File: config.mk
export PLATFORM = sky130hd
export DESIGN_NAME = ips_walker
export DESIGN_NICKNAME = d
export VERILOG_FILES = /design/src/rtl/ips_pkg.sv /design/src/rtl/ips_walker.sv
export SDC_FILE = /design/constraint.sdc
export NUM_CORES = 1
export LEC_CHECK = 0
export BUFFER_PORTS_ARGS = -buffer_cell sky130_fd_sc_hd__buf_2
export CAP_MARGIN = 5
export CORE_MARGIN = 4
export CORE_UTILIZATION = 30
export CTS_CLUSTER_SIZE = 14
export DETAILED_ROUTE_END_ITERATION = 8
export PLACE_DENSITY = 0.49
export SLEW_MARGIN = 0
export SYNTH_ARGS = -nofsm -noshare
export SYNTH_HDL_FRONTEND = slang
export SYNTH_SLANG_ARGS = --single-unit
File: constraint.sdc
create_clock -name clk_i -period 8.8 [get_ports clk_i]
set_input_delay 1.76 -clock clk_i [delete_from_list [all_inputs] [get_ports clk_i]]
set_output_delay 1.76 -clock clk_i [all_outputs]
set_load 0.05 [all_outputs]
File: src/rtl/ips_pkg.sv
// Shared types and constants of the incremental prime sieve.
// No dependencies; imported by every module of the block.
package ips_pkg;

  localparam int unsigned TABLE_DEPTH  = 8192;
  localparam int unsigned ADDR_W       = $clog2(TABLE_DEPTH);
  localparam int unsigned CNT_W        = ADDR_W + 1;
  localparam int unsigned NUM_W        = 32;
  localparam int unsigned CAND_W       = 33;
  localparam int unsigned PRIME_W      = 16;
  localparam int unsigned SQ_W         = 2 * PRIME_W;
  localparam int unsigned MULT_W       = 33;
  localparam int unsigned LIMIT_W      = 32;
  localparam logic [LIMIT_W-1:0] LIMIT_RESET = LIMIT_W'(1000);
  localparam logic [CAND_W-1:0]  FIRST_CAND  = CAND_W'(2);

  // One table entry: a stored prime and its next multiple.
  typedef struct packed {
    logic [PRIME_W-1:0] prime;
    logic [MULT_W-1:0]  mult;
  } entry_t;

  // Table access driven by the walker.
  typedef struct packed {
    logic              we;
    logic [ADDR_W-1:0] waddr;
    entry_t            wdata;
    logic [ADDR_W-1:0] raddr;
  } mem_req_t;

  // One result item.
  typedef struct packed {
    logic             past_limit;
    logic             is_prime;
    logic [NUM_W-1:0] number;
  } result_t;

  typedef enum logic [6:0] {
    ST_IDLE  = 7'b0000001,
    ST_FETCH = 7'b0000010,
    ST_MUL   = 7'b0000100,
    ST_ADV   = 7'b0001000,
    ST_SQR   = 7'b0010000,
    ST_STORE = 7'b0100000,
    ST_DONE  = 7'b1000000
  } state_e;

endpackage

File: src/rtl/ips_walker.sv
// Sequencer of the sieve: walks the table for one number and updates it.
// Depends on ips_pkg; drives the table in ips_table.
module ips_walker
  import ips_pkg::*;
(
  input  logic               clk_i,
  input  logic               rst_ni,
  input  logic               start_i,
  input  logic               restart_i,
  input  logic [LIMIT_W-1:0] limit_i,
  output logic               ready_o,
  output logic               res_valid_o,
  output result_t            res_o,
  input  logic               res_ready_i,
  output mem_req_t           mem_o,
  input  entry_t             rdata_i
);

  state_e              state_q, state_d;
  logic [CAND_W-1:0]   cand_q, cand_d;
  logic [CNT_W-1:0]    count_q, count_d;
  logic [CNT_W-1:0]    k_q, k_d;
  logic [CAND_W-1:0]   n_q, n_d;
  logic [PRIME_W-1:0]  p_q, p_d;
  logic [MULT_W-1:0]   m_q, m_d;
  logic [SQ_W-1:0]     sq_q, sq_d;
  logic                prime_q, prime_d;
  logic                past_q, past_d;
  logic [CAND_W-1:0]   first_n;
  logic [PRIME_W-1:0]  mul_a;
  logic [CAND_W-1:0]   n_inc;
  logic                may_store;

  // One shared 16x16 multiplier: prime squares in ST_MUL, the candidate square otherwise.
  assign mul_a   = (state_q == ST_MUL) ? rdata_i.prime : n_q[PRIME_W-1:0];
  assign first_n = restart_i ? FIRST_CAND : cand_q;
  assign n_inc   = n_q + CAND_W'(1);

  // A prime is kept only when its square stays within the limit and room is left.
  assign may_store = (n_q[CAND_W-1:PRIME_W] == '0) && (sq_q <= limit_i)
                     && (count_q < CNT_W'(TABLE_DEPTH));

  always_comb begin
    state_d = state_q;
    cand_d  = cand_q;
    count_d = count_q;
    k_d     = k_q;
    n_d     = n_q;
    p_d     = p_q;
    m_d     = m_q;
    sq_d    = sq_q;
    prime_d = prime_q;
    past_d  = past_q;
    mem_o.we    = 1'b0;
    mem_o.waddr = k_q[ADDR_W-1:0];
    mem_o.wdata = '{prime: p_q, mult: m_q};
    mem_o.raddr = k_q[ADDR_W-1:0];

    case (state_q)
      // Take an item; a restart empties the table and starts over at two.
      ST_IDLE: begin
        if (start_i) begin
          if (restart_i) begin
            count_d = '0;
          end
          cand_d = first_n;
          n_d    = first_n;
          k_d    = '0;
          if (first_n > {1'b0, limit_i}) begin
            past_d  = 1'b1;
            prime_d = 1'b0;
            state_d = ST_DONE;
          end else begin
            past_d  = 1'b0;
            state_d = ST_FETCH;
          end
        end
      end
      // Read address k is presented; the end of the table means no divisor was found.
      ST_FETCH: begin
        if (k_q < count_q) begin
          state_d = ST_MUL;
        end else begin
          state_d = ST_SQR;
        end
      end
      // Table data arrives; register the entry and the square of its prime.
      ST_MUL: begin
        p_d     = rdata_i.prime;
        m_d     = rdata_i.mult;
        sq_d    = SQ_W'(mul_a) * SQ_W'(mul_a);
        state_d = ST_ADV;
      end
      // Stop when p*p passes n; else step the multiple by p up to n, then write it back.
      ST_ADV: begin
        if ({1'b0, sq_q} > n_q) begin
          state_d = ST_SQR;
        end else if (m_q < n_q) begin
          m_d = m_q + MULT_W'(p_q);
        end else begin
          mem_o.we = 1'b1;
          if (m_q == n_q) begin
            prime_d = 1'b0;
            cand_d  = n_inc;
            state_d = ST_DONE;
          end else begin
            k_d     = k_q + CNT_W'(1);
            state_d = ST_FETCH;
          end
        end
      end
      // n is prime; form its square for the storage test.
      ST_SQR: begin
        prime_d = 1'b1;
        sq_d    = SQ_W'(mul_a) * SQ_W'(mul_a);
        state_d = ST_STORE;
      end
      // Append the new prime with its square as first multiple, when it may be stored.
      ST_STORE: begin
        mem_o.waddr = count_q[ADDR_W-1:0];
        mem_o.wdata = '{prime: n_q[PRIME_W-1:0], mult: MULT_W'(sq_q)};
        if (may_store) begin
          mem_o.we = 1'b1;
          count_d  = count_q + CNT_W'(1);
        end
        cand_d  = n_inc;
        state_d = ST_DONE;
      end
      // Hold the result until the output register takes it.
      ST_DONE: begin
        if (res_ready_i) begin
          state_d = ST_IDLE;
        end
      end
      default: begin
        state_d = ST_IDLE;
      end
    endcase
  end

  // Control state.
  always_ff @(posedge clk_i or negedge rst_ni) begin
    if (!rst_ni) begin
      state_q <= ST_IDLE;
      cand_q  <= FIRST_CAND;
      count_q <= '0;
    end else begin
      state_q <= state_d;
      cand_q  <= cand_d;
      count_q <= count_d;
    end
  end

  // Datapath registers.
  always_ff @(posedge clk_i) begin
    k_q     <= k_d;
    n_q     <= n_d;
    p_q     <= p_d;
    m_q     <= m_d;
    sq_q    <= sq_d;
    prime_q <= prime_d;
    past_q  <= past_d;
  end

  assign ready_o          = (state_q == ST_IDLE);
  assign res_valid_o      = (state_q == ST_DONE);
  assign res_o.past_limit = past_q;
  assign res_o.is_prime   = prime_q & ~past_q;
  assign res_o.number     = past_q ? '0 : n_q[NUM_W-1:0];

endmodule

Word-level counts from Yosys, hierarchy flattened:

Index checks and enable logic that the tools add are counted.

* word-level logic and storage cells: 98
* bits of input ports: 86
* output and inout port bits: 112
* register bits after elaboration: 184

* multiplexer cells: 40
* $add $sub $neg: 4
* bitwise logic cells: 2
* $lt $le $gt $ge: 6
* $mul: 1
* reductions and logical operators: 16
* equal/unequal tests: 19

Operators with widths (number)
* $mux 33: 7
* $pmux 33 s3: 1
* $mux 14: 7
* $pmux 33 s2: 1
* $mux 62: 1
* $pmux 14 s2: 2
* $pmux 7 s7: 1
* $mux 7: 6
* $add 33x1->33 const B: 1
* $add 33x16->33: 1
* $eq 33x33->1: 1
* $gt 32x33->1: 1
* $gt 33x32->1: 1
* $lt 33x33->1: 1
* $le 32x32->1: 1
* $mul 16x16->32: 1
* $mux 32: 1
* $add 14x1->14 const B: 2
* $logic_not 17->1: 1
* $mux 16: 1
* $ne 2x2->1 const B: 8
* $lt 14x14->1: 1
* $lt 14x14->1 const B: 1
* $reduce_and 5->1: 2
* 23 further kinds: 37

Logic depth before layout (Yosys ltp):

Gate-level depths: netlist (run 1).

* depth after elaboration: 5
* mapped depth: 31
* mapped depth without buffers: 28

Least setup slack after synthesis (run 1):

Ideal clock, no wire load.

* path kind: input to register
* start: input rdata_i[45] (netlist name)
* end: register sq_q[31] (data pin)
* setup slack: 842 ps
* buffers on the path: 0
* arrival: 7676 ps
* data required time: 8518 ps
* setup time: 282 ps
* stages: 20
* path through: mux2i_1 -> clkinv_1 -> nand2_1 -> fa_1 -> fa_1 -> inv_1 -> fa_1 -> fa_1 -> fa_1 -> inv_1 -> fa_1 -> inv_1 -> ha_1 -> or2_1 -> a21oi_1 -> o31ai_1 -> a21oi_1 -> o21ai_1 -> a221oi_1 -> o211ai_1

* word-level cells in the longest chain between the ends: 2

RTL lines
* start: declaration: RTL line ips_walker.sv:16 `input entry_t rdata_i`
* $mux 16: RTL line ips_walker.sv:35 `assign mul_a = (state_q == ST_MUL) ? rdata_i.prime : n_q[PRIME_W-1:0];`
* $mul 16x16->32: RTL line ips_walker.sv:91, ips_walker.sv:115
* end signal: assignment: RTL line ips_walker.sv:160 `sq_q <= sq_d;`
* end: declaration: RTL line ips_walker.sv:26 `logic [SQ_W-1:0] sq_q, sq_d;`

Every way passes these cells.
A chain may end at the register's enable or synchronous reset.

Worst setup path after layout (run 1):

* start: register state_q[0]
* end: register sq_q[29] (data pin)

* word-level cells in the longest chain between the ends: 3

RTL lines
* start: declaration: RTL line ips_walker.sv:19 `state_e state_q, state_d;`
* start signal: assignment: RTL line ips_walker.sv:148 `state_q <= state_d;`
* $eq 7x3->1: RTL line ips_walker.sv:35, ips_walker.sv:59
* $mux 16: RTL line ips_walker.sv:35
* $mul 16x16->32: RTL line ips_walker.sv:91, ips_walker.sv:115

Every way passes these cells.

==> summary.txt, run 1 <==
top cells by area, synth = edfxtp_1 19%, fa_1 16%, ha_1 16%
Required @ worst endpoint = 9.09 ns
vias in the first global route = 18022
die width = 270 um
layout cell share with drive strength beyond 1 = 12.3%
most frequent cell after synthesis = inv_1
die height = 270 um
area grow syn2layout = 13.0%
clock tree sinks = 183
post-CTS resize count = 0
die area = 72700 um^2
Setup Skew = 0.0157 ns
Starting DRT DRC Count = 1268
RSZ-0062 raised after global routing = false
min-delay src = cand_q[6]
Post-layout nets = 2969
Crit Path Class = reg -> reg
HP Class = reg -> reg
H-tree Lvls = 4
clk root buf = clkbuf_16
pre-CTS worst setup slack = 0.323 ns
total number of vias = 17269
Yosys reg bits = 183
RR Startpoint = state_q[0]
Hold WS = 0.485 ns
latest clock arrival within the worst-skew pair = 0.50 ns
Final Hold Fails = 0
Post-Syn Area = 20500 um^2
CTS clk-pin slew, worst paths = 0.07 ns
Final Max Slew Viols = 0
CTS tree = built
area leader, netlist = edfxtp_1
Synth top cells by count = 339 x inv_1, 299 x nand2_1, 255 x ha_1
IO Count = 198
Vias/cell = 5.15
DRC Markers = 0
std cell rows = 95
crit path launch = state_q[0]
number of port buffers = 197
Yosys Warn Count = 0
Placed Instances = 3317
largest net degree at the start of global routing = 92
max_slew headroom = 39.1%
sequential share of the synthesized area = 25.5%
post-layout min period = 8.13 ns
final setup fails = 0
Max clock buf depth = 2
Worst-Margin Slew = 0.891 ns
first-pass GRT wire length = 108000 um
initial antenna violation count = 2
final WL = 70100 um
post-synthesis cell type count = 82
Worst Setup End Kind = register
Hold Buf Count CTS = 0
Synth Instances = 2278
Mapped Avg Cell Area = 9.01 um^2
setup TNS = 0 ns
Final HPWL DP = 58300 um
Worst setup SP type = register
global placement routability congestion = 0.891
TritonCTS Buffers = 17
total core area = 67500 um^2
area share of the largest cell type after synthesis = 18.9%
fin cells = 3351
MaxCap Viol Count = 0
worst-path fanout max = 10
EDFF count, synth = 129
Post-DRT Antenna Nets = 0
Async SR Flop Fraction = 29.5%
Final WS setup = 0.671 ns
Routed WL per cell = 20.9 um
post-CTS setup buffers = 0
Synthesized Nets = 2784
Worst Path Arrival = 8.42 ns
Starting Density = 30.4%
status = complete, no violations
Top FF cell, synth = edfxtp_1
TritonRoute pass-1 iters = 6
Tcrit/Tclk final = 92.4%
All-Layer GR Usage = 19.3%
total gr overflow = 0
Fmax = 0.123 GHz
-- flip-flops by register name, indices dropped and copies added (netlist names) --
register  cells
cand_q       33
m_q          33
n_q          33
sq_q         31
p_q          16
count_q      14
k_q          14
state_q       7
past_q        1
prime_q       1
-- per-layer routing --
| layer | wire length, um | track usage, % |
|---|---|---|
| met1 | 31400 | 25.4 |
| met2 | 34400 | 33.1 |
| met3 | 2770 | 2.66 |
| met4 | 1590 | 5.48 |
| met5 | 0 | 0 |
-- metrics by stage --
step	cell area, um^2	utilization, %
finish	23200	34.3
global route	23200	34.3
CTS	23200	34.3
detailed placement	22600	33.5
global placement	22600	33.5
floorplan	20500	-
-- cell type report --
type,instances,area (um^2)
flip-flops and latches,183,5230
fillers,7025,44300
clock inverters,13,134
diodes,2,5.00
well taps,873,1090
repair buffers,241,1320
clock buffers,19,454
multi-input cells,1672,13700
inverters,348,1310
-- worst max-delay path, cell delays in order (launching register included) --
cell      delay, ns
dfstp_2        0.60
nor3_1         0.10
nand4b_1       0.15
clkinv_1       0.31
buf_4          0.29
o21ai_0        0.43
buf_4          0.29
nand2_1        0.13
fa_1           0.57
inv_1          0.05
fa_1           0.46
fa_1           0.52
fa_1           0.53
fa_1           0.55
inv_1          0.06
fa_1           0.53
inv_1          0.04
ha_1           0.32
or2_1          0.25
a21oi_1        0.24
o31ai_1        0.11
a21oi_1        0.29
o21ai_1        0.16
a221oi_1       0.63
nand3_1        0.15
o311ai_1       0.13
-- cells in the final DEF, fill, tap and decap left out, drive strengths merged, types with 13 or more instances in the layout --
cell type,netlist,layout
and3,20,20
inv,343,352
or3,14,14
fa,165,165
mux2,13,13
edfxtp,129,129
nand2,299,299
dfrtp,52,52
buf,28,241
clkbuf,47,19
o31ai,13,13
nand3,50,50
nor2b,39,39
nor3,28,28
mux2i,16,16
nor2,167,167
o21a,13,13
ha,255,255
a21oi,93,93
a21o,60,60
xnor2,74,74
a32o,23,23
nand4,37,37
xor2,18,18
nor4,16,16
a211oi,18,18
o21ai,112,112
-- cell families after synthesis --
group                      synth area share [%]
muxes                                      1.51
adders and majority gates                  31.6
and+or+nand+nor                            17.0
DFF                                        25.5
xor gates and xnor gates                   3.93
buffers and inverters                      8.05
AOI/OAI and AO/OA                          12.4
-- final timing paths --
path	slack (ns)	cells past startpoint	endpoint
setup / recovery	0.67	25	sq_q[29]
hold reg to reg	0.48	1	cand_q[6]
setup reg to reg	0.67	25	sq_q[29]
min in group asynchronous	1.41	2	count_q[9]
hold / removal	0.48	1	cand_q[6]
max in group asynchronous	6.83	2	cand_q[3]
Power of run 1 is left out: the tool's default activity adds up to more than one toggle a clock period on the data nets, which glitch-free logic cannot reach.
==> inputs of run 2 (changes only) <==
--- a/config.mk
+++ b/config.mk
@@ -5,13 +5,13 @@
 export SDC_FILE = /design/constraint.sdc
 export NUM_CORES = 1
 export LEC_CHECK = 0
-export BUFFER_PORTS_ARGS = -buffer_cell sky130_fd_sc_hd__buf_2
 export CAP_MARGIN = 5
 export CORE_MARGIN = 4
 export CORE_UTILIZATION = 30
 export CTS_CLUSTER_SIZE = 14
 export DETAILED_ROUTE_END_ITERATION = 8
-export PLACE_DENSITY = 0.49
+export DONT_BUFFER_PORTS = 1
+export PLACE_DENSITY = 0.47
 export SLEW_MARGIN = 0
 export SYNTH_ARGS = -nofsm -noshare
 export SYNTH_HDL_FRONTEND = slang
==> run 2 against run 1 <==
Count of clock-buffer cells in the layout decreased by 2. Fmax is 2.4% lower. Critical path type unchanged. Hold slack improved by 0.0022 ns. Flip-flop and latch count is the same. Setup slack got worse by 0.20 ns. Largest cell class unchanged.
==> summary.txt, run 2 (synthesized netlist as in run 1, its figures left out) <==
Routed WL per cell = 22.2 um (was 20.9 um)
TritonRoute pass-1 iters = 5 (was 6)
clock tree sinks = 183 (unchanged)
Worst setup SP type = register (unchanged)
H-tree Lvls = 4 (unchanged)
commonest non-fill, non-tap cell in the layout = inv_1 (unchanged)
CTS clk-pin slew, worst paths = 0.08 ns (was 0.07 ns)
Required @ worst endpoint = 9.08 ns (was 9.09 ns)
post-layout min period = 8.33 ns (was 8.13 ns)
total number of vias = 16426 (was 17269)
number of port buffers = 0 (was 197)
RR Startpoint = state_q[0] (unchanged)
hold path cells = 1 (unchanged)
Final Hold Fails = 0 (unchanged)
met2 GRT Util = 32.9% (was 33.1%)
latest clock arrival within the worst-skew pair = 0.46 ns (was 0.50 ns)
Post-layout nets = 2763 (was 2969)
Critical R2R Capture = sq_q[29] (unchanged)
setup TNS = 0 ns (unchanged)
die width = 270 um (unchanged)
M3 GR Usage = 3.26% (was 2.66%)
DRC Markers = 0 (unchanged)
Max clock buf depth = 2 (unchanged)
total gr overflow = 0 (unchanged)
Final Max Slew Viols = 0 (unchanged)
FF-to-FF setup slack = 0.47 ns (was 0.67 ns)
status = complete, no violations (unchanged)
HP Class = reg -> reg (unchanged)
area grow syn2layout = 7.99% (was 13.0%)
layout cell share with drive strength beyond 1 = 4.49% (was 12.3%)
Vias/cell = 5.22 (was 5.15)
Fmax = 0.120 GHz (was 0.123 GHz)
Final HPWL DP = 57800 um (was 58300 um)
GRT busiest layer = met2 (unchanged)
min-delay src = cand_q[29] (was cand_q[6])
std cell rows = 95 (unchanged)
Worst Setup End Kind = register (unchanged)
total core area = 67500 um^2 (unchanged)
die height = 270 um (unchanged)
final WL = 69800 um (was 70100 um)
largest registers = cand_q x33, m_q x33, n_q x33 (unchanged)
Tcrit/Tclk final = 94.6% (was 92.4%)
All-Layer GR Usage = 18.9% (was 19.3%)
vias in the first global route = 16773 (was 18022)
clk root buf = clkbuf_16 (unchanged)
first-pass GRT wire length = 105000 um (was 108000 um)
most frequent cells in the layout = 339 x inv_1, 299 x nand2_1, 255 x ha_1 (unchanged)
Starting DRT DRC Count = 1282 (was 1268)
worst-path fanout max = 15 (was 10)
Worst-Margin Slew = 1.10 ns (was 0.891 ns)
CTS tree = built (unchanged)
die area = 72700 um^2 (unchanged)
R2R depth = 24 (was 25)
IO Count = 198 (unchanged)
global placement routability congestion = 0.886 (was 0.891)
final setup fails = 0 (unchanged)
Worst Path Arrival = 8.60 ns (was 8.42 ns)
initial antenna violation count = 5 (was 2)
Post-DRT Antenna Nets = 0 (unchanged)
max_slew headroom = 26.5% (was 39.1%)
TritonCTS Buffers = 17 (unchanged)
multi-input logic area = 13700 um^2 (about the same)
MaxCap Viol Count = 0 (unchanged)
largest net degree at the start of global routing = 75 (was 92)
RSZ-0062 raised after global routing = false (unchanged)
Fill cells = 7077 (was 7025)
Starting Density = 30.4% (unchanged)
Sequential Area = 5230 um^2 (unchanged)
GRT met1 Usage = 24.5% (was 25.4%)
Setup Skew = 0.0153 ns (was 0.0157 ns)
Hold Crit Endpoint = cand_q[29] (was cand_q[6])
Crit Path Class = reg -> reg (unchanged)
[run 2: cell types whose count changed in the layout (fill, tap and decap cells not counted), sizes merged]
cell / delta
inv: -1
clkinv: +2
clkbuf: -2
buf: -206
clkinvlp: +1
diode: -1
[run 2: worst max-delay path by stage]
stage | startpoint | end | cells after the start
after floorplan | rdata_i[45] | sq_q[31] | 20
after global placement | rdata_i[45] | sq_q[31] | 20
after detailed placement | state_q[0] | sq_q[31] | 22
after CTS | state_q[0] | sq_q[31] | 22
after global routing | state_q[0] | sq_q[29] | 25
final | state_q[0] | sq_q[29] | 24
[run 2: what timing repair did]
item	in CTS	in global routing
gates resized for setup	0	2
setup buffers	0	0
setup endpoints to repair	0	3
hold buffers	0	0
[run 2: final cells by class]
type / count / area share [%]
inverters: 348 / 5.89
repair buffers: 35 / 1.19
well taps: 873 / 4.93
multi-input cells: 1672 / 61.7
clock inverters: 15 / 0.807
clock buffers: 17 / 1.92
diodes: 1 / 0.0113
flip-flops and latches: 183 / 23.6
[run 2: metrics by stage]
stage	hold slack (ns)	instances	area, um^2	util [%]	setup WS, ns
4_1_cts	0.490	3143	22200	32.8	0.286
3_5_place_dp	0.469	3111	21600	31.9	0.295
2_1_floorplan	0.450	2278	20500	-	0.842
6_report	0.487	3144	22200	32.8	0.474
5_1_grt	0.515	3143	22200	32.8	0.0501
3_3_place_gp	0.459	3111	21600	31.9	0.360
[run 2: metal layers]
metal,vias up,routed length (um)
met5,-,40
met4,6,1290
met3,71,3660
met2,422,34900
met1,8234,30000
li1,7693,-
[run 2: critical path: stages, from the launching register on]
cell	delay (ns)
dfstp_2	0.60
nor3_1	0.10
nand4b_1	0.16
clkinv_1	0.47
o21ai_1	0.82
buf_4	0.30
nand2_1	0.10
fa_1	0.60
inv_1	0.07
fa_1	0.44
fa_1	0.58
fa_1	0.44
fa_1	0.54
inv_1	0.05
fa_1	0.53
inv_1	0.04
ha_1	0.36
a211oi_1	0.28
o21a_1	0.18
o31ai_1	0.09
a21oi_1	0.26
o21ai_1	0.17
a221oi_1	0.65
nand3_1	0.16
o311ai_1	0.13
Power of run 2 is left out for the same reason.
